### src/assert_macros.svh
// assertion helpers, empty when synthesizing
`ifndef ASSERT_MACROS_SVH
`define ASSERT_MACROS_SVH
`ifndef SYNTHESIS
// same-cycle implication
`define ASSERT_IMPL(label, clk, rst_n, ante, cons) \
  label: assert property (@(posedge clk) disable iff (!rst_n) (ante) |-> (cons)) \
    else $error("assertion failed");
// next-cycle implication
`define ASSERT_NEXT(label, clk, rst_n, ante, cons) \
  label: assert property (@(posedge clk) disable iff (!rst_n) (ante) |=> (cons)) \
    else $error("assertion failed");
`else
`define ASSERT_IMPL(label, clk, rst_n, ante, cons)
`define ASSERT_NEXT(label, clk, rst_n, ante, cons)
`endif
`endif

### src/psu_pkg.sv
package psu_pkg;

  // sizes
  localparam int MAX_LINE_BYTES = 16384;
  localparam int MAX_BPP        = 8;
  localparam int LINE_W         = $clog2(MAX_LINE_BYTES);
  localparam int CNT_W          = LINE_W + 1;
  localparam int LEN_W          = 15;
  localparam int BPP_W          = 4;
  localparam int CMP_W          = (CNT_W > LEN_W) ? CNT_W : LEN_W;
  localparam int SLOT_W         = (MAX_BPP > 1) ? $clog2(MAX_BPP) : 1;
  localparam int WIN_DEPTH      = 2 ** SLOT_W;
  localparam int QDEPTH         = 4;
  localparam int QPTR_W         = $clog2(QDEPTH);
  localparam int QCNT_W         = $clog2(QDEPTH + 1);

  // configuration port
  localparam int ADDR_W  = 3;
  localparam int DATA_W  = 32;
  localparam logic REG_LINE_BYTES = 1'b0;
  localparam logic REG_BPP        = 1'b1;

  // row filter codes, invalid types collapse to FILT_BAD
  typedef enum logic [2:0] {
    FILT_NONE  = 3'd0,
    FILT_SUB   = 3'd1,
    FILT_UP    = 3'd2,
    FILT_AVG   = 3'd3,
    FILT_PAETH = 3'd4,
    FILT_BAD   = 3'd5
  } filt_e;

  // one classified data byte
  typedef struct packed {
    logic [7:0]        fbyte;
    filt_e             filt;
    logic [LINE_W-1:0] col;
    logic              first_row;
    logic              last;
    logic              use_left;
    logic [SLOT_W-1:0] back;
  } item_t;

  // queue status
  typedef struct packed {
    logic              full;
    logic              empty;
    logic [QCNT_W-1:0] count;
  } qstat_t;

  // back end status
  typedef struct packed {
    logic e_valid;
    logic e_fire;
  } bstat_t;

  // paeth predictor, ties go a, then b, then c
  function automatic logic [7:0] paeth(logic [7:0] a, logic [7:0] b, logic [7:0] c);
    logic signed [10:0] sa;
    logic signed [10:0] sb;
    logic signed [10:0] sc;
    logic signed [10:0] p;
    logic signed [10:0] da;
    logic signed [10:0] db;
    logic signed [10:0] dc;
    logic signed [10:0] pa;
    logic signed [10:0] pb;
    logic signed [10:0] pc;
    logic [7:0]         r;
    sa = signed'({3'b000, a});
    sb = signed'({3'b000, b});
    sc = signed'({3'b000, c});
    p  = sa + sb - sc;
    da = p - sa;
    db = p - sb;
    dc = p - sc;
    pa = (da < 0) ? -da : da;
    pb = (db < 0) ? -db : db;
    pc = (dc < 0) ? -dc : dc;
    if (pa <= pb && pa <= pc) begin
      r = a;
    end else if (pb <= pc) begin
      r = b;
    end else begin
      r = c;
    end
    return r;
  endfunction

endpackage

### src/psu_front.sv
module psu_front (
  input  logic                       clk_i,
  input  logic                       rst_ni,
  input  logic                       in_valid_i,
  input  logic [7:0]                 filtered_byte_i,
  input  logic                       image_start_i,
  input  logic [psu_pkg::LEN_W-1:0]  line_bytes_i,
  input  logic [psu_pkg::BPP_W-1:0]  bytes_per_pixel_i,
  input  psu_pkg::qstat_t            q_stat_i,
  output logic                       in_stall_o,
  output logic                       push_o,
  output psu_pkg::item_t             item_o
);

  logic [psu_pkg::CNT_W-1:0] column_q, column_d;
  psu_pkg::filt_e            filt_q, filt_d;
  logic                      first_row_q, first_row_d;

  logic [psu_pkg::CNT_W-1:0] col_start;
  logic                      first_cur;
  logic [psu_pkg::CMP_W-1:0] len_w;
  logic [psu_pkg::CNT_W-1:0] len_eff;
  logic [psu_pkg::BPP_W-1:0] bpp_eff;
  logic [psu_pkg::CNT_W-1:0] col_raw;
  logic [psu_pkg::CNT_W-1:0] col_c;
  logic [psu_pkg::CNT_W-1:0] back_w;
  logic                      is_filter;
  logic                      is_last;
  logic                      accept;

  // input stalls only on a full queue
  assign in_stall_o = q_stat_i.full;
  assign accept     = in_valid_i & ~q_stat_i.full;

  // clamp configuration to the supported range
  always_comb begin
    len_w = psu_pkg::CMP_W'(line_bytes_i);
    if (len_w == '0) begin
      len_w = psu_pkg::CMP_W'(1);
    end else if (len_w > psu_pkg::CMP_W'(psu_pkg::MAX_LINE_BYTES)) begin
      len_w = psu_pkg::CMP_W'(psu_pkg::MAX_LINE_BYTES);
    end
    len_eff = psu_pkg::CNT_W'(len_w);
    bpp_eff = bytes_per_pixel_i;
    if (bpp_eff == '0) begin
      bpp_eff = psu_pkg::BPP_W'(1);
    end else if (bpp_eff > psu_pkg::BPP_W'(psu_pkg::MAX_BPP)) begin
      bpp_eff = psu_pkg::BPP_W'(psu_pkg::MAX_BPP);
    end
  end

  // column tracking and classification
  always_comb begin
    col_start = image_start_i ? '0 : column_q;
    first_cur = image_start_i | first_row_q;
    is_filter = (col_start == '0);
    col_raw   = col_start - psu_pkg::CNT_W'(1);
    col_c     = (col_raw >= len_eff) ? (len_eff - psu_pkg::CNT_W'(1)) : col_raw;
    is_last   = (col_c == len_eff - psu_pkg::CNT_W'(1));
    back_w    = col_c - psu_pkg::CNT_W'(bpp_eff);

    item_o.fbyte     = filtered_byte_i;
    item_o.filt      = filt_q;
    item_o.col       = col_c[psu_pkg::LINE_W-1:0];
    item_o.first_row = first_cur;
    item_o.last      = is_last;
    item_o.use_left  = (col_c >= psu_pkg::CNT_W'(bpp_eff));
    item_o.back      = back_w[psu_pkg::SLOT_W-1:0];

    push_o = accept & ~is_filter;

    column_d    = column_q;
    filt_d      = filt_q;
    first_row_d = first_row_q;
    if (accept) begin
      if (is_filter) begin
        filt_d      = (filtered_byte_i <= 8'd4) ? psu_pkg::filt_e'(filtered_byte_i[2:0])
                                                : psu_pkg::FILT_BAD;
        column_d    = psu_pkg::CNT_W'(1);
        first_row_d = first_cur;
      end else if (is_last) begin
        column_d    = '0;
        first_row_d = 1'b0;
      end else begin
        column_d    = col_c + psu_pkg::CNT_W'(2);
        first_row_d = first_cur;
      end
    end
  end

  // front state
  always_ff @(posedge clk_i or negedge rst_ni) begin
    if (!rst_ni) begin
      column_q    <= '0;
      filt_q      <= psu_pkg::FILT_NONE;
      first_row_q <= 1'b1;
    end else begin
      column_q    <= column_d;
      filt_q      <= filt_d;
      first_row_q <= first_row_d;
    end
  end

endmodule

### config.mk
export PLATFORM = sky130hd
export DESIGN_NAME = psu_front
export DESIGN_NICKNAME = d
export VERILOG_FILES = /design/src/assert_macros.svh /design/src/psu_pkg.sv /design/src/psu_front.sv
export SDC_FILE = /design/constraint.sdc
export NUM_CORES = 1
export LEC_CHECK = 0
export ABC_AREA = 1
export BUFFER_PORTS_ARGS = -buffer_cell sky130_fd_sc_hd__buf_2
export CORE_MARGIN = 2
export CORE_UTILIZATION = 55
export CTS_CLUSTER_SIZE = 14
export DETAILED_ROUTE_END_ITERATION = 10
export HOLD_SLACK_MARGIN = 0.03
export PLACE_DENSITY_LB_ADDON = 0.08
export SLEW_MARGIN = 15
export SYNTH_ARGS = -nofsm -noshare
export SYNTH_HDL_FRONTEND = slang
export SYNTH_SLANG_ARGS = --single-unit
### constraint.sdc
create_clock -name clk_i -period 11.7 [get_ports clk_i]
set_clock_uncertainty 0.1 [all_clocks]
set_input_delay 2.34 -clock clk_i [delete_from_list [all_inputs] [get_ports clk_i]]
set_output_delay 2.34 -clock clk_i [all_outputs]
set_load 0.05 [all_outputs]
Word-level counts from Yosys, hierarchy flattened
Cells that the tools add are included.

Register bits: 19. Input bits: 36. Output and inout bits: 33. Logic and storage cells: 33.

Add/sub/neg operators: 4. Magnitude comparators: 5. Eq/ne operators: 1. Mux-type cells: 11. Bitwise gates (word level): 5. Reductions and logical operators: 4.

Operators with widths (count): 2-to-1 mux 15 bit (6); zero test 15 bit (2); subtractor 15 x 1 -> 15 bit, second input constant (2); adder 15 x 2 -> 15 bit, second input constant (1); == test 15 bit (1); greater-or-equal comparator 15 bit (1); greater-or-equal comparator 15 x 4 -> 1 bit (1); greater-than comparator 15 bit, second input constant (1); less-or-equal comparator 8 x 3 -> 1 bit, second input constant (1); 2-to-1 mux 4 bit (2); greater-than comparator 4 bit, second input constant (1); zero test 4 bit (1); 2-to-1 mux 3 bit (1); subtractor 3 bit (1); bitwise AND 1 bit (2); 2-to-1 mux 1 bit (2); inverter 1 bit (2); AND reduction 2 bit (1); OR 1 bit (1).

Logic depth before layout (Yosys ltp)
Gate-level depths: netlist (run 1).

Depth after elaboration: 8. Gate-level depth with buffers: 32. Gate-level depth less buffers: 30.

Worst setup path after synthesis (run 1)
OpenSTA, ideal clock, no wires.

Path kind: input -> output. From: input port image_start_i. To: output port item_o[3] in the netlist's numbering. Data arrival time: 6.770 ns. Data required time: 9.260 ns. Path slack: 2.490 ns. Stages on the path: 29. Buffers on the path: 3. Cells stage by stage: inv_2 > buf_6 > nand2_4 > ha_1 > nand3_1 > nor2_4 > nand3_2 > nor2_1 > nand3_1 > nor2_1 > inv_1 > and2_1 > inv_1 > ha_1 > a31oi_1 > nand2_1 > nor2_4 > nand2_2 > buf_6 > buf_6 > a21oi_1 > inv_1 > ha_1 > nand2_1 > o21ai_0 > nand2_1 > nand2_1 > nand2_1 > nand2_1.

RTL lines: from (decl) (line psu_front.sv:6) `input logic image_start_i,`; to (decl) (line psu_front.sv:12) `output psu_pkg::item_t item_o`.

==> impl_metrics.json, run 1 <==
{
  "synth_async_sr_flop_share_pct": 100,
  "drtPass1Iterations": 5,
  "syn2layout_area_growth_pct": 8.72,
  "cts_tree": "built",
  "cts_hold_buf": 0,
  "cts_sinks": 19,
  "ios": 69,
  "max_stage_delay_ns": 0.40,
  "worst_slack_ns": 2.26,
  "start_util_pct": 56.2,
  "clock_path_buffers": 2,
  "required_ns": 9.26,
  "dieArea_um2": 6610,
  "arrival_ns": 7.00,
  "port_buffers": 64,
  "worstSetupStartpointType": "input pin",
  "gp_congestion": 0.945,
  "grt_pass1_wl_um": 13900,
  "drt_iter0_drc": 187,
  "dp_slack_ns": 2.23,
  "ctsResizeCount": 0,
  "finalSetupViolations": 0,
  "synth_nets": 623,
  "hold_path_class": "flop to flop",
  "rows": 28,
  "worst_setup_path_end_kind": "output port",
  "wl_um": 8400,
  "synth.avg_cell_area_um2": 5.77,
  "cts_setup_buffers": 0,
  "vias_per_cell": 5.24,
  "multiInputGateArea_um2": 2360,
  "clkSlewWorstSetupHoldPaths_ns": 0.07,
  "yosysTopAreaCell": "nand2_1",
  "drc": 0,
  "grt_pass1_vias": 3111,
  "core_area_um2": 5850,
  "rsz0062_at_grt": "false",
  "netlist_instances": 570,
  "grt_util_all_layers_pct": 26.3,
  "fillCellCount": 600,
  "layout.area.seq_um2": 477,
  "finalSetupTns_ns": 0,
  "hold_violations": 0,
  "fin_crit_sh_pct": 80.7,
  "root_buffer": "clkbuf_8",
  "synth-edff-count": 0,
  "final_nets": 670,
  "cts_buffers": 3,
  "yosys.area.top_type_share_pct": 20.9,
  "htree_levels": 1,
  "fp.dieW_um": 81.3,
  "maxCapViolations": 0,
  "via_count": 3622,
  "worst_pin_slew_ns": 0.711,
  "relSlewSlack_pct": 52.4,
  "cp_max_fo": 22,
  "drive_gt1_share_pct": 18.5,
  "ys_ff_latch": 19,
  "antenna_cells": 0,
  "ys_warn_count": 0,
  "grt_max_degree": 23,
  "insertion_delay_ns": 0.26,
  "timing.fmax_mhz": 106,
  "slowest_stage": "nor2_4",
  "avgRoutedWirePerCell_um": 12.2,
  "status": "completed",
  "path_class": "input pin to output port",
  "yosysSeqAreaShare_pct": 14.5,
  "synth-main-ff-cell": "dfrtp_1",
  "place_hpwl_um": 6970,
  "drv_slew": 0,
  "period_needed_ns": 9.44,
  "synth_area_leaders": "nand2_1 21%, dfrtp_1 14%, nand3_1 9.1%",
  "hold_ws_ns": 0.367,
  "ant_nets": 0,
  "grt_antenna_before_repair": 0,
  "netlist_area_um2": 3290,
  "grt.overflow.total": 0,
  "synth_cell_types": 38,
  "die_y_um": 81.3
}
through the flow:
| step | util [%] | instance area (µm²) | cells |
|---|---|---|---|
| 5_1_grt | 61.1 | 3570 | 691 |
| 6_report | 61.1 | 3570 | 691 |
| 2_1_floorplan | - | 3290 | 570 |
| 3_5_place_dp | 60.3 | 3530 | 687 |
| 3_3_place_gp | 60.3 | 3530 | 687 |
| 4_1_cts | 61.1 | 3570 | 691 |
critical path: cells and delay by family:
family                     cells  cell delay [ns]
xor gates and xnor gates       1             0.14
adders and majority gates      3             0.65
buffers and inverters          7             0.80
and+or+nand+nor               16             2.89
AOI/OAI and AO/OA              1             0.16
final timing paths:
path | startpoint | endpoint | slack (ns) | depth (start not counted)
worst max register to register | column_q[0] | column_q[8] | 6.91 | 25
worst min register to register | first_row_q | first_row_q | 0.37 | 2
worst max-delay path | image_start_i | item_o[2] | 2.26 | 28
max in group asynchronous | rst_ni | first_row_q | 9.23 | 1
worst min-delay path | first_row_q | first_row_q | 0.37 | 2
min in group asynchronous | rst_ni | filt_q[1] | 1.92 | 1
cell usage in the layout, fill, tap and decap left out, drive strengths merged, types with 2 or more instances in the layout:
cell type and n:
nand2 209, buf 64, inv 73, nand4 18, a21oi 7, o21ai 31, clkbuf 4, nor3 3
xnor2 6, o21a 2, nand3 62, or2 2, nor2 68, nand3b 2, ha 17, xor2 21
dfrtp 18
cells by family (layout without fill, tap and decap cells):
family | after synthesis | in the layout | share of synthesized area, %
AND/OR/NAND/NOR | 366 | 366 | 50.4
buffers and inverters | 96 | 142 | 13.7
AO/OA/AOI/OAI | 45 | 45 | 7.69
XOR/XNOR | 27 | 27 | 7.19
flip-flops | 19 | 19 | 14.5
adder cells (fa/ha/maj) | 17 | 17 | 6.47
cell usage after synthesis, types with 2 or more instances:
| library cell | n |
|---|---|
| dfrtp_1 | 18 |
| nand3b_1 | 2 |
| xor2_1 | 21 |
| o21a_1 | 2 |
| ha_1 | 17 |
| inv_2 | 4 |
| nand3_1 | 60 |
| xnor2_1 | 6 |
| nand2_2 | 23 |
| o21ai_2 | 2 |
| nor2_2 | 8 |
| buf_4 | 13 |
| nor3_1 | 3 |
| buf_6 | 5 |
| nand2_1 | 183 |
| inv_1 | 69 |
| buf_2 | 3 |
| nor2_1 | 57 |
| nor2_4 | 3 |
| nand2_4 | 3 |
| o21ai_1 | 17 |
| o21ai_0 | 12 |
| a21oi_1 | 7 |
| nand4_1 | 18 |
per-layer routing:
metal / wire length (µm) / share of wire, % / global-route usage [%]
met1: 3840 / 46 / 34.3
met2: 4000 / 48 / 47.2
met3: 447 / 5.3 / 3.00
met4: 104 / 1.2 / 4.07
met5: 0 / 0 / 0
registers in the layout, summed over array words and instances, names as in the netlist:
name	count
column_q	15
filt_q	3
first_row_q	1
layout make-up:
cell class                      instances  area share [%]
Multi-Input combinational cell        455            66.0
Sequential cell                        19            13.3
Timing Repair Buffer                   64            8.96
Inverter                               74            7.77
Tap cell                               75            2.63
Clock buffer                            4            1.26
Power of run 1 is left out: the tool's default activity adds up to more than one toggle a clock period on the data nets, which glitch-free logic cannot reach.
==> inputs of run 2 (changes only) <==
--- a/config.mk
+++ b/config.mk
@@ -8,7 +8,7 @@
 export ABC_AREA = 1
 export BUFFER_PORTS_ARGS = -buffer_cell sky130_fd_sc_hd__buf_2
 export CORE_MARGIN = 2
-export CORE_UTILIZATION = 55
+export CORE_UTILIZATION = 51
 export CTS_CLUSTER_SIZE = 14
 export DETAILED_ROUTE_END_ITERATION = 10
 export HOLD_SLACK_MARGIN = 0.03
==> constraint.sdc (replaced) <==
create_clock -name clk_i -period 8.5 [get_ports clk_i]
set_clock_uncertainty 0.1 [all_clocks]
set_input_delay 1.7 -clock clk_i [delete_from_list [all_inputs] [get_ports clk_i]]
set_output_delay 1.7 -clock clk_i [all_outputs]
set_load 0.05 [all_outputs]
==> impl_metrics.json, run 2 (same netlist as run 1, synthesis figures left out) <==
{
  "core_area_um2": 6280,
  "cp_max_fo": 22,
  "syn2layout_area_growth_pct": 9.48,
  "dieArea_um2": 7100,
  "hold_violations": 0,
  "finalSetupTns_ns": 0,
  "place_hpwl_um": 7070,
  "grt_pass1_wl_um": 14800,
  "largest_register": "column_q",
  "cts_hold_buf": 0,
  "relSlewSlack_pct": 51.5,
  "rows": 29,
  "gp_congestion": 0.897,
  "dp_slack_ns": 0.661,
  "root_buffer": "clkbuf_8",
  "cts_sinks": 19,
  "grt_util_all_layers_pct": 24.8,
  "vias_per_cell": 5.23,
  "drc": 0,
  "final_cell_mix": "183 x nand2_1, 69 x inv_1, 64 x buf_2",
  "clock_path_buffers": 2,
  "start_util_pct": 52.4,
  "avgRoutedWirePerCell_um": 12.3,
  "mostFrequentLayoutCell": "nand2_1",
  "grt_max_degree": 23,
  "arrival_ns": 6.04,
  "fp.dieW_um": 84.3,
  "die_y_um": 84.3,
  "rsz0062_at_grt": "false",
  "port_buffers": 64,
  "grt_pass1_vias": 3287,
  "insertion_delay_ns": 0.26,
  "period_needed_ns": 7.84,
  "htree_levels": 1,
  "status": "completed",
  "reg_top3": "column_q: 15 flops, filt_q: 3 flops, first_row_q: 1 flops",
  "worst_slack_ns": 0.660,
  "clkSlewWorstSetupHoldPaths_ns": 0.07,
  "worst_setup_path_end_kind": "output port",
  "grt.overflow.total": 0,
  "finalSetupViolations": 0,
  "drtPass1Iterations": 5,
  "ant_nets": 0,
  "via_count": 3639,
  "wl_um": 8590,
  "cts_buffers": 3,
  "drt_iter0_drc": 210,
  "cts_setup_buffers": 0,
  "maxCapViolations": 0,
  "worstSetupStartpointType": "input pin",
  "ios": 69,
  "required_ns": 6.70,
  "drv_slew": 0,
  "hold_path_class": "flop to flop",
  "drive_gt1_share_pct": 18.9,
  "largest_reg_flops": 15,
  "path_class": "input pin to output port",
  "worst_pin_slew_ns": 0.725,
  "timing.fmax_mhz": 128,
  "grt_antenna_before_repair": 0,
  "fin_crit_sh_pct": 92.2,
  "final_nets": 673,
  "antenna_cells": 0,
  "ctsResizeCount": 0,
  "cts_tree": "built"
}
[run 2: cell types whose count changed in the layout (fill, tap and decap cells not counted)]
cell	previous run	this run
buf_4	0	3
[run 2: final cells by class]
type	instances	area (µm²)
fillers	662	2680
multi-input cells	455	2360
flip-flops and latches	19	477
repair buffers	67	343
inverters	74	278
well taps	77	96.3
clock buffers	4	45.0
[run 2: per-stage QoR]
stage                     std cells  hold slack (ns)  instance area [µm²]  util (%)
after floorplan                 570            0.348                 3290         -
after global placement          692            0.359                 3550      56.6
after detailed placement        692            0.367                 3550      56.6
after CTS                       696            0.379                 3600      57.3
after global routing            696            0.400                 3600      57.3
final                           696            0.376                 3600      57.3
[run 2: worst max-delay path, cell delays in order]
cell	delay, ns
buf_2	0.10
inv_2	0.17
nand2_4	0.15
ha_1	0.21
nand3_1	0.18
nor2_4	0.22
nand3_2	0.11
nor2_1	0.17
nand3_1	0.13
nor2_1	0.27
inv_1	0.10
and2_1	0.19
inv_1	0.09
ha_1	0.25
a31oi_1	0.17
nand2_1	0.11
nor2_4	0.13
nand2_2	0.19
nand2_1	0.13
nand2_2	0.12
or2_2	0.32
nand2_1	0.07
inv_1	0.04
ha_1	0.18
inv_1	0.05
nand2_1	0.05
xnor2_1	0.15
buf_2	0.28
[run 2: layer usage]
| metal | global-route usage, % | vias up | part of all wire, % |
|---|---|---|---|
| met4 | 4.40 | 0 | 1.6 |
| met1 | 34.1 | 1606 | 47 |
| met5 | 0 | - | 0 |
| met3 | 2.75 | 14 | 5.3 |
| met2 | 42.4 | 116 | 46 |
| li1 | - | 1903 | - |
[run 2: worst paths after layout]
| check | slack (ns) | endpoint | startpoint | depth (start not counted) |
|---|---|---|---|---|
| hold reg to reg | 0.38 | first_row_q | first_row_q | 2 |
| setup / recovery | 0.66 | item_o[2] | image_start_i | 28 |
| setup reg to reg | 3.88 | column_q[6] | column_q[0] | 26 |
| max in group asynchronous | 6.70 | first_row_q | rst_ni | 1 |
| min in group asynchronous | 1.27 | filt_q[1] | rst_ni | 1 |
| hold / removal | 0.38 | first_row_q | first_row_q | 2 |
Power of run 2 is left out for the same reason.
