File: src/assert_macros.svh
// assertion helpers, empty when synthesizing
`ifndef ASSERT_MACROS_SVH
`define ASSERT_MACROS_SVH
`ifndef SYNTHESIS
// same-cycle implication
`define ASSERT_IMPL(label, clk, rst_n, ante, cons) \
  label: assert property (@(posedge clk) disable iff (!rst_n) (ante) |-> (cons)) \
    else $error("assertion failed");
// next-cycle implication
`define ASSERT_NEXT(label, clk, rst_n, ante, cons) \
  label: assert property (@(posedge clk) disable iff (!rst_n) (ante) |=> (cons)) \
    else $error("assertion failed");
`else
`define ASSERT_IMPL(label, clk, rst_n, ante, cons)
`define ASSERT_NEXT(label, clk, rst_n, ante, cons)
`endif
`endif

File: src/psu_pkg.sv
package psu_pkg;

  // sizes
  localparam int MAX_LINE_BYTES = 16384;
  localparam int MAX_BPP        = 8;
  localparam int LINE_W         = $clog2(MAX_LINE_BYTES);
  localparam int CNT_W          = LINE_W + 1;
  localparam int LEN_W          = 15;
  localparam int BPP_W          = 4;
  localparam int CMP_W          = (CNT_W > LEN_W) ? CNT_W : LEN_W;
  localparam int SLOT_W         = (MAX_BPP > 1) ? $clog2(MAX_BPP) : 1;
  localparam int WIN_DEPTH      = 2 ** SLOT_W;
  localparam int QDEPTH         = 4;
  localparam int QPTR_W         = $clog2(QDEPTH);
  localparam int QCNT_W         = $clog2(QDEPTH + 1);

  // configuration port
  localparam int ADDR_W  = 3;
  localparam int DATA_W  = 32;
  localparam logic REG_LINE_BYTES = 1'b0;
  localparam logic REG_BPP        = 1'b1;

  // row filter codes, invalid types collapse to FILT_BAD
  typedef enum logic [2:0] {
    FILT_NONE  = 3'd0,
    FILT_SUB   = 3'd1,
    FILT_UP    = 3'd2,
    FILT_AVG   = 3'd3,
    FILT_PAETH = 3'd4,
    FILT_BAD   = 3'd5
  } filt_e;

  // one classified data byte
  typedef struct packed {
    logic [7:0]        fbyte;
    filt_e             filt;
    logic [LINE_W-1:0] col;
    logic              first_row;
    logic              last;
    logic              use_left;
    logic [SLOT_W-1:0] back;
  } item_t;

  // queue status
  typedef struct packed {
    logic              full;
    logic              empty;
    logic [QCNT_W-1:0] count;
  } qstat_t;

  // back end status
  typedef struct packed {
    logic e_valid;
    logic e_fire;
  } bstat_t;

  // paeth predictor, ties go a, then b, then c
  function automatic logic [7:0] paeth(logic [7:0] a, logic [7:0] b, logic [7:0] c);
    logic signed [10:0] sa;
    logic signed [10:0] sb;
    logic signed [10:0] sc;
    logic signed [10:0] p;
    logic signed [10:0] da;
    logic signed [10:0] db;
    logic signed [10:0] dc;
    logic signed [10:0] pa;
    logic signed [10:0] pb;
    logic signed [10:0] pc;
    logic [7:0]         r;
    sa = signed'({3'b000, a});
    sb = signed'({3'b000, b});
    sc = signed'({3'b000, c});
    p  = sa + sb - sc;
    da = p - sa;
    db = p - sb;
    dc = p - sc;
    pa = (da < 0) ? -da : da;
    pb = (db < 0) ? -db : db;
    pc = (dc < 0) ? -dc : dc;
    if (pa <= pb && pa <= pc) begin
      r = a;
    end else if (pb <= pc) begin
      r = b;
    end else begin
      r = c;
    end
    return r;
  endfunction

endpackage

File: src/psu_fifo.sv
module psu_fifo (
  input  logic            clk_i,
  input  logic            rst_ni,
  input  logic            push_i,
  input  psu_pkg::item_t  item_i,
  input  logic            pop_i,
  output psu_pkg::item_t  item_o,
  output psu_pkg::qstat_t stat_o
);

  psu_pkg::item_t             entries_q [psu_pkg::QDEPTH];
  logic [psu_pkg::QPTR_W-1:0] wr_ptr_q, wr_ptr_d;
  logic [psu_pkg::QPTR_W-1:0] rd_ptr_q, rd_ptr_d;
  logic [psu_pkg::QCNT_W-1:0] count_q, count_d;

  // status and head
  assign stat_o.full  = (count_q == psu_pkg::QCNT_W'(psu_pkg::QDEPTH));
  assign stat_o.empty = (count_q == '0);
  assign stat_o.count = count_q;
  assign item_o       = entries_q[rd_ptr_q];

  // pointer update
  always_comb begin
    wr_ptr_d = push_i ? wr_ptr_q + psu_pkg::QPTR_W'(1) : wr_ptr_q;
    rd_ptr_d = pop_i ? rd_ptr_q + psu_pkg::QPTR_W'(1) : rd_ptr_q;
    count_d  = count_q;
    if (push_i && !pop_i) begin
      count_d = count_q + psu_pkg::QCNT_W'(1);
    end else if (!push_i && pop_i) begin
      count_d = count_q - psu_pkg::QCNT_W'(1);
    end
  end

  always_ff @(posedge clk_i or negedge rst_ni) begin
    if (!rst_ni) begin
      wr_ptr_q <= '0;
      rd_ptr_q <= '0;
      count_q  <= '0;
    end else begin
      wr_ptr_q <= wr_ptr_d;
      rd_ptr_q <= rd_ptr_d;
      count_q  <= count_d;
    end
  end

  // storage
  always_ff @(posedge clk_i) begin
    if (push_i) begin
      entries_q[wr_ptr_q] <= item_i;
    end
  end

endmodule

File: config.mk
export PLATFORM = sky130hd
export DESIGN_NAME = psu_fifo
export DESIGN_NICKNAME = d
export VERILOG_FILES = /design/src/assert_macros.svh /design/src/psu_pkg.sv /design/src/psu_fifo.sv
export SDC_FILE = /design/constraint.sdc
export NUM_CORES = 1
export LEC_CHECK = 0
export BUFFER_PORTS_ARGS = -buffer_cell sky130_fd_sc_hd__buf_2
export CAP_MARGIN = 20
export CORE_MARGIN = 5
export CORE_UTILIZATION = 57
export DETAILED_ROUTE_END_ITERATION = 16
export PLACE_DENSITY = 0.79
export REMOVE_ABC_BUFFERS = 1
export SETUP_SLACK_MARGIN = 0.1
export SYNTH_ARGS = -nofsm -noshare
export SYNTH_HDL_FRONTEND = slang
export SYNTH_SLANG_ARGS = --single-unit
File: constraint.sdc
create_clock -name clk_i -period 4.6 [get_ports clk_i]
set_clock_uncertainty 0.1 [all_clocks]
set_input_delay 0.92 -clock clk_i [delete_from_list [all_inputs] [get_ports clk_i]]
set_output_delay 0.92 -clock clk_i [all_outputs]
set_load 0.1 [all_outputs]
# After elaboration in Yosys (flattened, before gate mapping)
# Memory sizes are Yosys's and may differ from the RTL's.
# Index checks and enable logic that the tools add are counted.
totals:
  inputBits: 35
  mem_bits_rw: 124
  register_bits: 7
  wordCells: 19
  mem_count: 1
  out_inout_bits: 36
op_classes:
  add_sub_neg: 4
  reduce_logical: 6
  eq_ne: 1
  mux: 4
mem_list:
  columns: ["memory", "depth", "word_bits", "rd", "rd_clocked_by_memory_dff", "wr", "line_no", "source"]
  rows:
  - ["entries_q", 4, 31, 1, 0, 1, "psu_fifo.sv:11", "psu_pkg::item_t entries_q [psu_pkg::QDEPTH];"]
op_table:
  columns: ["cell", "n"]
  rows:
  - ["$mux W3", 2]
  - ["$add A2 B1 Y2 const B", 2]
  - ["$add A3 B1 Y3 const B", 1]
  - ["$eq A3 B3 Y1 const B", 1]
  - ["$logic_not A3 Y1", 1]
  - ["$sub A3 B1 Y3 const B", 1]
  - ["$logic_and A1 B1 Y1", 2]
  - ["$logic_not A1 Y1", 2]
  - ["$mux W1", 2]
  - ["$reduce_bool A2 Y1", 1]

# Longest topological paths before layout
# Gate-level depths: netlist (run 1).
logic_depth:
  depth_word: 4
  mapped_depth: 7
  mapped_depth_nobuf: 7

# Least setup slack after synthesis (run 1)
# Ideal clock, no wire load.
synth_timing:
  path_type: "flip-flop to output port"
  from: "register count_q[2] (netlist name)"
  to: "output port stat_o[4] (netlist name)"
  path_buffers: 0
  path_stages_with_launch: 2
  slack_ps: 327
  t_arrival_ps: 3253
  required_ps: 3580
  cell_sequence: "dfrtp_1 -> nor3b_1"
synth_lines:
  columns: ["item", "line_no", "source"]
  rows:
  - ["start, declared", "psu_fifo.sv:14", "logic [psu_pkg::QCNT_W-1:0] count_q, count_d;"]
  - ["start signal, assigned", "psu_fifo.sv:42", "count_q <= count_d;"]
  - ["end, declared", "psu_fifo.sv:8", "output psu_pkg::qstat_t stat_o"]

==> metrics.md, run 1 <==
| Metric | Value |
|---|---|
| Final TNS setup | `0 ns` |
| Sequential element share of the synthesized area | `79.4%` |
| Yosys Warn Count | `0` |
| Crit path max fanout | `17` |
| Number of cell rows | `33` |
| Total CTS buffers | `17` |
| WP data arrival | `approximately 2.4 ns` |
| Ys flop type | `edfxtp_1` |
| Vias in the first global route | `2,373` |
| Die height | `103 um` |
| Drt drc | `0` |
| Initial antenna violation count | `0` |
| DR vias/cell | `about 5.5` |
| Hold Vio Cnt, Final | `0` |
| Post-CTS resize count | `0` |
| RSZ-0062 raised after global routing | `no` |
| Inserted Diodes | `0` |
| Vias | `2,190` |
| Post-synth EDFFs | `between 100 and 150` |
| Area delta synth->final | `20.9%` |
| Post-CTS Setup Inserts | `0` |
| Commonest cells in the netlist | `edfxtp_1 (124), mux4_2 (28), dfrtp_1 (7), ha_1 (5)` |
| H-tree depth | `4` |
| Initial Util | `59.2%` |
| Final #Nets | `between 300 and 400` |
| First-pass DRT Iterations | `4` |
| #FFs+latches synth | `approximately 130` |
| Post-Syn Area | `between 4000 and 5000 sq um` |
| First-pass GRT wire length | `approximately 13 mm` |
| Slew margin rel. | `43.9%` |
| Avg Cell Area, Syn | `between 20 and 30 sq um` |
| Layout cells sized above 1 | `46.9%` |
| Clk_lat worst skew | `0.49 ns` |
| Max frequency | `293 MHz` |
| Synth area leader | `edfxtp_1` |
| Dominant cells by area after synthesis | `edfxtp_1 (76%), mux4_2 (13%), dfrtp_1 (3.6%), mux4_1 (1.6%), ha_1 (1.3%)` |
| Clock tree buffer depth | `2` |
| CP Class | `flip-flop to output pin` |
| Post-route ant nets | `0` |
| Max-cap violations | `0` |
| Synthesized instance count | `196` |
| Worst-margin pin slew | `roughly 0.84 ns` |
| Worst-path clk slew | `0.06 ns` |
| GP Congestion | `0.715` |
| Placed inst area | `5330 sq um` |
| Status | `finished clean` |
| IO Pins | `71` |
| Synth async-reset ratio | `5.34%` |
| I/O Buffers | `70` |
| Hold Path Class | `input pin to async pin` |
| Synth unique cells | `19` |
| Total wire length | `8.10 mm` |
| CTS tree | `done` |
| Number of DRC markers in iteration 0 | `122` |
| Most common cell in the netlist | `edfxtp_1` |
| WP data required | `3.58 ns` |
| Clk root buf | `clkbuf_8` |
| CTS Hold Bufs | `0` |
| Total gr overflow | `0` |
| Endpoints failing setup | `0` |
| Gr usage total | `17.5%` |
| Final period utilization | `74.1%` |
| Fin. max-slew vios | `0` |
| Largest net degree at the start of global routing | `32` |
| Routed WL per cell | `20.4 um` |
| Die area | `10,600 sq um` |
| CP endpoint kind | `output pin` |
| Final instance area | `5930 sq um` |
| Clock sinks | `131` |
| Die X | `103 um` |
| Core area | `roughly 8300 sq um` |
| Critical Path Source Type | `flip-flop` |
| Min Tclk post-route | `3.41 ns` |
| Top-area cell type share of the netlist area | `between 70% and 80%` |
| HPWL after DPL | `4.85 mm` |
==> area by class of cell <==
type / count / area (sq um)
Clock buffer: 17 / 414
Tap cell: 105 / 131
Sequential cell: 131 / 3900
Multi-Input combinational cell: 54 / 915
Timing Repair Buffer: 73 / 373
Clock inverter: 13 / 186
Fill cell: 476 / 2360
Inverter: 4 / 15.0
==> critical path, stage by stage, from the launching register on <==
cell     delay [ns]
dfrtp_1        0.81
buf_4          0.40
mux4_2         0.24
buf_2          0.43
==> state kept, by name (all words and copies together), names as in the netlist <==
register	count
entries_q	124
rd_ptr_q	2
count_q	3
wr_ptr_q	2
==> metrics by stage <==
stage          util (%)  worst slack, ns  hold WS, ns  cells
2_1_floorplan         -            0.327        0.394    189
5_1_grt            71.5             1.01        0.130    397
4_1_cts            71.5             1.10        0.138    397
6_report           71.5             1.19        0.153    397
3_5_place_dp       64.3             1.67        0.414    367
3_3_place_gp       64.3             1.70        0.397    367
==> placed cells by master (no fill, tap or decap), types with 4 or more instances in the layout <==
| master | n |
|---|---|
| and2_2 | 4 |
| xor2_1 | 4 |
| clkbuf_16 | 16 |
| buf_2 | 70 |
| bufinv_16 | 4 |
| edfxtp_1 | 124 |
| mux4_2 | 28 |
| dfrtp_1 | 6 |
| clkinvlp_4 | 4 |
| inv_1 | 4 |
| ha_1 | 5 |
==> final timing paths <==
kind                              from                to  slack [ns]  cells after the start
max in group asynchronous       rst_ni       rd_ptr_q[0]        4.06                      1
max                        rd_ptr_q[1]         item_o[2]        1.19                      3
max reg2reg                wr_ptr_q[0]  entries_q[0][14]        2.78                      3
min reg2reg                 count_q[2]        count_q[2]        0.42                      1
min in group clk_i          count_q[2]        count_q[2]        0.42                      1
min                             rst_ni        count_q[2]        0.15                      1
==> per-layer routing <==
layer,track usage [%],vias up,routed length [um]
met3,6.90,6,559
met5,0,-,0
met2,27.8,71,4220
met4,5.08,0,68
li1,-,993,-
met1,22.8,1120,3250
==> kinds of logic (layout without fill, tap and decap cells) <==
group	Yosys count	in the layout	synth area share [%]
and+or+nand+nor	9	9	0.994
adders and majority gates	6	6	1.68
AOI/OAI and AO/OA	1	1	0.102
muxes	32	32	14.7
DFF	131	131	79.4
buffers and inverters	11	107	2.06
xor gates and xnor gates	6	6	1.07
Power of run 1 is left out: the tool's default activity adds up to more than one toggle a clock period on the data nets, which glitch-free logic cannot reach.
==> run 2: changes to the inputs <==
Settings changed: CORE_UTILIZATION 57 to 51, PLACE_DENSITY 0.79 to 0.74.
Clock period 4.6 ns to 2.83 ns, I/O delays scaled along.
==> run 2 against run 1 <==
Die area up 11%. Largest cell class unchanged. Non-clock buffer count rose by 6. Critical path type unchanged. Sequential share of layout area shrank 2.5 points. Design area up 4.0%. Critical path depth did not move. First-iteration DRC count decreased by 33%. Setup slack worse by 1.1 ns. Core utilization is 5.3 points lower. Register-to-register slack worse by 1.7 ns. Critical endpoint is now item_o[29]. Cell count is 8.1% higher.
==> metrics.md, run 2 (synthesis gave the netlist of run 1 again) <==
| Metric | Value |
|---|---|
| Status | `finished clean` |
| Max reg flops | `124 (unchanged)` |
| Critical path startpoint | `rd_ptr_q[0]` |
| Drt drc | `0 (unchanged)` |
| Setup WS pre-CTS | `0.455 ns (-1.21 ns)` |
| Worst-path clk slew | `0.06 ns (about the same)` |
| GP Congestion | `0.666 (-6.8%)` |
| First-pass GRT wire length | `13.7 mm (+4.6%)` |
| Cell chain of the critical path | `bufbuf_16, mux4_2, buf_4` |
| Routed WL per cell | `20.3 um (-0.67%)` |
| Largest net degree at the start of global routing | `33 (+3.1%)` |
| Crit path max fanout | `14 (-3)` |
| Layout cells sized above 1 | `48.3% (+1.4 points)` |
| Initial Util | `52.6% (-6.5 points)` |
| CTS tree | `done` |
| RR Startpoint | `wr_ptr_q[0]` |
| Final WS setup | `0.136 ns (-1.05 ns)` |
| Min Tclk post-route | `2.69 ns` |
| Number of cell rows | `35 (+6.1%)` |
| WP data arrival | `2.03 ns (-0.36 ns)` |
| Clock sinks | `131 (unchanged)` |
| RSZ-0062 raised after global routing | `yes` |
| Top reg by flops | `entries_q` |
| DR vias/cell | `5.29 (-4.1%)` |
| Commonest non-fill, non-tap cell in the layout | `edfxtp_1` |
| CP peak stage delay | `0.51 ns (-0.30 ns)` |
| Most frequent cells in the layout | `edfxtp_1 (124), buf_2 (54), mux4_2 (28)` |
| Gr usage total | `16.3% (-1.1 points)` |
| CP max-delay cell | `mux4_2` |
| Final hold slack | `0.171 ns (+0.0176 ns)` |
| IO Pins | `71 (unchanged)` |
| HPWL after DPL | `5.06 mm (+4.4%)` |
| Buf/Inv on CP | `2 (unchanged)` |
| Inserted Diodes | `0 (unchanged)` |
| Top flop regs | `entries_q: 124 flops, count_q: 3 flops` |
| Final #Nets | `328 (+1.9%)` |
| Fin. max-slew vios | `0 (unchanged)` |
| WP data required | `2.16 ns (-1.42 ns)` |
| Total CTS buffers | `17 (unchanged)` |
| Hold Vio Cnt, Final | `0 (unchanged)` |
| I/O Buffers | `70 (unchanged)` |
| Vias | `2,269 (+3.6%)` |
| First-pass DRT Iterations | `4 (unchanged)` |
| Hold Path Class | `input pin to flip-flop` |
| Worst-margin pin slew | `0.493 ns (-0.348 ns)` |
| Post-route ant nets | `0 (unchanged)` |
| Clk root buf | `clkbuf_8` |
| Slew margin rel. | `67.4% (+23 points)` |
| Core area | `9330 sq um (+12%)` |
| Area delta synth->final | `25.7%` |
| CP Class | `flip-flop to output pin` |
| Crit path max-delay family | `buffers and inverters` |
| Clock tree buffer depth | `2 (unchanged)` |
| Max-cap violations | `0 (unchanged)` |
| Fillers | `624 (+31%)` |
| Critical Path Source Type | `flip-flop` |
| Die area | `11,700 sq um (+11%)` |
| Max frequency | `between 300 and 400 MHz` |
| Total wire length | `8.70 mm (+7.3%)` |
| Total gr overflow | `0 (unchanged)` |
| Number of DRC markers in iteration 0 | `82 (-33%)` |
| Vias in the first global route | `2,462 (+3.8%)` |
| R2R Setup Slk | `1.08 ns (-1.70 ns)` |
| Endpoints failing setup | `0 (unchanged)` |
| Final period utilization | `between 90% and 100%` |
| Die height | `108 um (+5.2%)` |
| Hold_sp | `item_i[23]` |
| Die X | `108 um (+5.2%)` |
| Clk_lat worst skew | `0.51 ns (+0.02 ns)` |
| CP endpoint kind | `output pin` |
| Initial antenna violation count | `0 (unchanged)` |
| H-tree depth | `4 (unchanged)` |
[run 2: routing by layer]
layer	track usage, %	wire [um]	up-vias
met4	5.95	65	0
met3	5.43	537	11
met1	20.3	3640	1167
met2	27.0	4460	81
met5	0	0	-
li1	-	-	1010
[run 2: through the flow]
step                std cells  setup TNS (ns)  cell area, sq um  util [%]
global placement          393               0              5420      58.1
finish                    429               0              6170      66.2
CTS                       428               0              6140      65.8
detailed placement        393               0              5420      58.1
floorplan                 189           -6.13              4820         -
global route              429               0              6170      66.2
[run 2: worst paths after layout]
kind,to,cells after the start
hold reg to reg,count_q[2],1
hold / removal,entries_q[0][23],1
setup / recovery,item_o[29],3
max in group asynchronous,rd_ptr_q[1],2
setup reg to reg,entries_q[0][29],4
min in group asynchronous,count_q[2],2
[run 2: final cells by class]
type	count	area (sq um)	area share, %
Sequential cell	131	3900	63.2
Clock inverter	15	195	3.16
Multi-Input combinational cell	54	915	14.8
Clock buffer	17	414	6.71
Timing Repair Buffer	79	569	9.22
Tap cell	129	161	2.61
Inverter	4	15.0	0.243
[run 2: what timing repair did]
| action | 4_1_cts | 5_1_grt |
|---|---|---|
| hold endpoints to repair | 7 | 0 |
| setup endpoints to repair | 31 | 20 |
| gates resized for setup | 22 | 2 |
| gates cloned | 1 | 0 |
| hold buffers | 1 | 0 |
| setup buffers | 1 | 1 |
Power of run 2 is left out for the same reason.
==> run 3: changes to the inputs <==
==> constraint.sdc (replaced) <==
create_clock -name clk_i -period 2.83 [get_ports clk_i]
set_clock_uncertainty 0.1 [all_clocks]
set_input_delay 0.1415 -clock clk_i [delete_from_list [all_inputs] [get_ports clk_i]]
set_output_delay 0.1415 -clock clk_i [all_outputs]
set_load 0.1 [all_outputs]
==> run 3 against run 2 <==
Cell count up 7.0%. Setup slack improved by 0.19 ns. Design area rose by 2.7%. Register-to-register slack got worse by 0.12 ns. Die area unchanged. Flip-flop and latch count stayed put. Routed wire length down 0.66%. Sequential share of layout area fell by 1.7 points. Largest cell class unchanged.
==> metrics.md, run 3 (synthesis gave the netlist of run 1 again) <==
| Metric | Value |
|---|---|
| Status | `finished clean` |
| Max-cap violations | `0 (unchanged)` |
| CP max-delay cell | `mux4_1` |
| Cell chain of the critical path | `buf_12, mux4_1, buf_2` |
| Vias in the first global route | `2,467 (+0.20%)` |
| Drt drc | `0 (unchanged)` |
| Layout cells sized above 1 | `42.1% (-6.2 points)` |
| Setup WS pre-CTS | `0.820 ns (+0.365 ns)` |
| DR vias/cell | `5.12 (-3.2%)` |
| Max reg flops | `124 (unchanged)` |
| Gr usage total | `16.4% (+0.048 points)` |
| RSZ-0062 raised after global routing | `no` |
| Initial antenna violation count | `0 (unchanged)` |
| Top reg by flops | `entries_q` |
| Buf/Inv on CP | `2 (unchanged)` |
| Die area | `11,700 sq um (unchanged)` |
| Hold Path Class | `input pin to flip-flop` |
| Max frequency | `400 MHz (+7.7%)` |
| Hold_sp | `pop_i` |
| Fillers | `586 (-6.1%)` |
| Die height | `108 um (unchanged)` |
| Crit path max fanout | `26 (+12)` |
| GP Congestion | `0.692 (+3.9%)` |
| CP endpoint kind | `output pin` |
| Number of cell rows | `35 (unchanged)` |
| RR Startpoint | `wr_ptr_q[0]` |
| WHS Path Cells | `3 (+2)` |
| Placed inst area | `5390 sq um (-0.60%)` |
| Clk_lat worst skew | `0.51 ns (about the same)` |
| Top flop regs | `entries_q: 124 flops, count_q: 3 flops` |
| Post-CTS resize count | `0 (-100%)` |
| Slew margin rel. | `43.5% (-24 points)` |
| First-pass GRT wire length | `13.7 mm (about the same)` |
| HPWL after DPL | `4.98 mm (-1.5%)` |
| Most frequent cells in the layout | `edfxtp_1 (124), buf_2 (70), dlygate4sd3_1 (35)` |
| Area delta synth->final | `29.2%` |
| Worst-margin pin slew | `0.847 ns (+0.354 ns)` |
| Grt met1 use | `21.2% (+0.91 points)` |
| Number of DRC markers in iteration 0 | `108 (+32%)` |
| Final #Nets | `358 (+9.1%)` |
| Final period utilization | `88.4% (-6.8 points)` |
| Commonest non-fill, non-tap cell in the layout | `edfxtp_1` |
| Fin. max-slew vios | `0 (unchanged)` |
| Total CTS buffers | `17 (unchanged)` |
| Worst Hold Path EP | `rd_ptr_q[0]` |
| IO Pins | `71 (unchanged)` |
| H-tree depth | `4 (unchanged)` |
| Final WS setup | `0.328 ns (+0.192 ns)` |
| Total wire length | `8.64 mm (-0.66%)` |
| Final Util | `68.0% (+1.8 points)` |
| Gr busiest metal | `met2` |
| CP peak stage delay | `0.60 ns (+0.09 ns)` |
| Initial Util | `52.6% (unchanged)` |
| Vias | `2,350 (+3.6%)` |
| Routed WL per cell | `18.8 um (-7.1%)` |
| Critical Path Source Type | `flip-flop` |
| R2R depth | `3 (-1)` |
| Worst-path clk slew | `0.06 ns (about the same)` |
| Clock tree buffer depth | `2 (unchanged)` |
| CTS tree | `done` |
| Hold Vio Cnt, Final | `0 (unchanged)` |
| Endpoints failing setup | `0 (unchanged)` |
| Met3 capacity usage during global routing | `6.51% (+1.1 points)` |
| Core area | `9330 sq um (unchanged)` |
| Die X | `108 um (unchanged)` |
| WP data required | `2.59 ns (+0.43 ns)` |
| CP Class | `flip-flop to output pin` |
| Post-route ant nets | `0 (unchanged)` |
| Final instance area | `6340 sq um (+2.7%)` |
| Crit path max-delay family | `multiplexers` |
| Largest net degree at the start of global routing | `33 (unchanged)` |
| WP data arrival | `2.26 ns (+0.23 ns)` |
| Clock sinks | `131 (unchanged)` |
| I/O Buffers | `70 (unchanged)` |
| Total gr overflow | `0 (unchanged)` |
| Met2 Usage GRT | `26.2% (-0.80 points)` |
| R2R Setup Slk | `0.96 ns (-0.12 ns)` |
| Inserted Diodes | `0 (unchanged)` |
| R2R Path End | `entries_q[2][25]` |
| First-pass DRT Iterations | `4 (unchanged)` |
| Min Tclk post-route | `2.50 ns (-0.192 ns)` |
| Clk root buf | `clkbuf_8` |
## run 3: through the flow
| stage | TNS [ns] | instances | hold slack, ns |
|---|---|---|---|
| after floorplan | -1.08 | 189 | -0.254 |
| after global placement | 0 | 392 | -0.112 |
| after detailed placement | 0 | 392 | -0.108 |
| after CTS | 0 | 459 | 0.246 |
| after global routing | 0 | 459 | 0.267 |
| final | 0 | 459 | 0.283 |
## run 3: worst max-delay path by stage
stage	endpoint	startpoint	depth (start not counted)
finish	item_o[17]	rd_ptr_q[0]	3
global route	item_o[17]	rd_ptr_q[0]	3
CTS	item_o[17]	rd_ptr_q[0]	3
detailed placement	item_o[17]	rd_ptr_q[0]	3
global placement	item_o[17]	rd_ptr_q[0]	3
floorplan	stat_o[4]	count_q[2]	1
## run 3: repair_timing
action | in CTS | in global routing
hold buffers | 35 | 0
hold endpoints to repair | 136 | 0
setup buffers | 0 | 0
## run 3: worst min-delay path: stages
cell           delay (ns)
dlygate4sd3_1        0.52
buf_2                0.13
xor2_1               0.06
## run 3: cell type report
type                    count  area [sq um]  area share [%]
inverters                   4          15.0           0.237
clock buffers              18           418            6.59
clock inverters            14           188            2.96
repair buffers            109           743            11.7
flip-flops and latches    131          3900            61.5
well taps                 129           161            2.55
multi-input cells          54           915            14.4
## run 3: routing by layer
metal	wire [um]	part of all wire, %	up-vias
met2	4440	51	69
met5	0	0	-
met3	452	5.2	7
li1	-	-	1070
met1	3690	43	1204
met4	55	0.64	0
Power of run 3 is left out for the same reason.
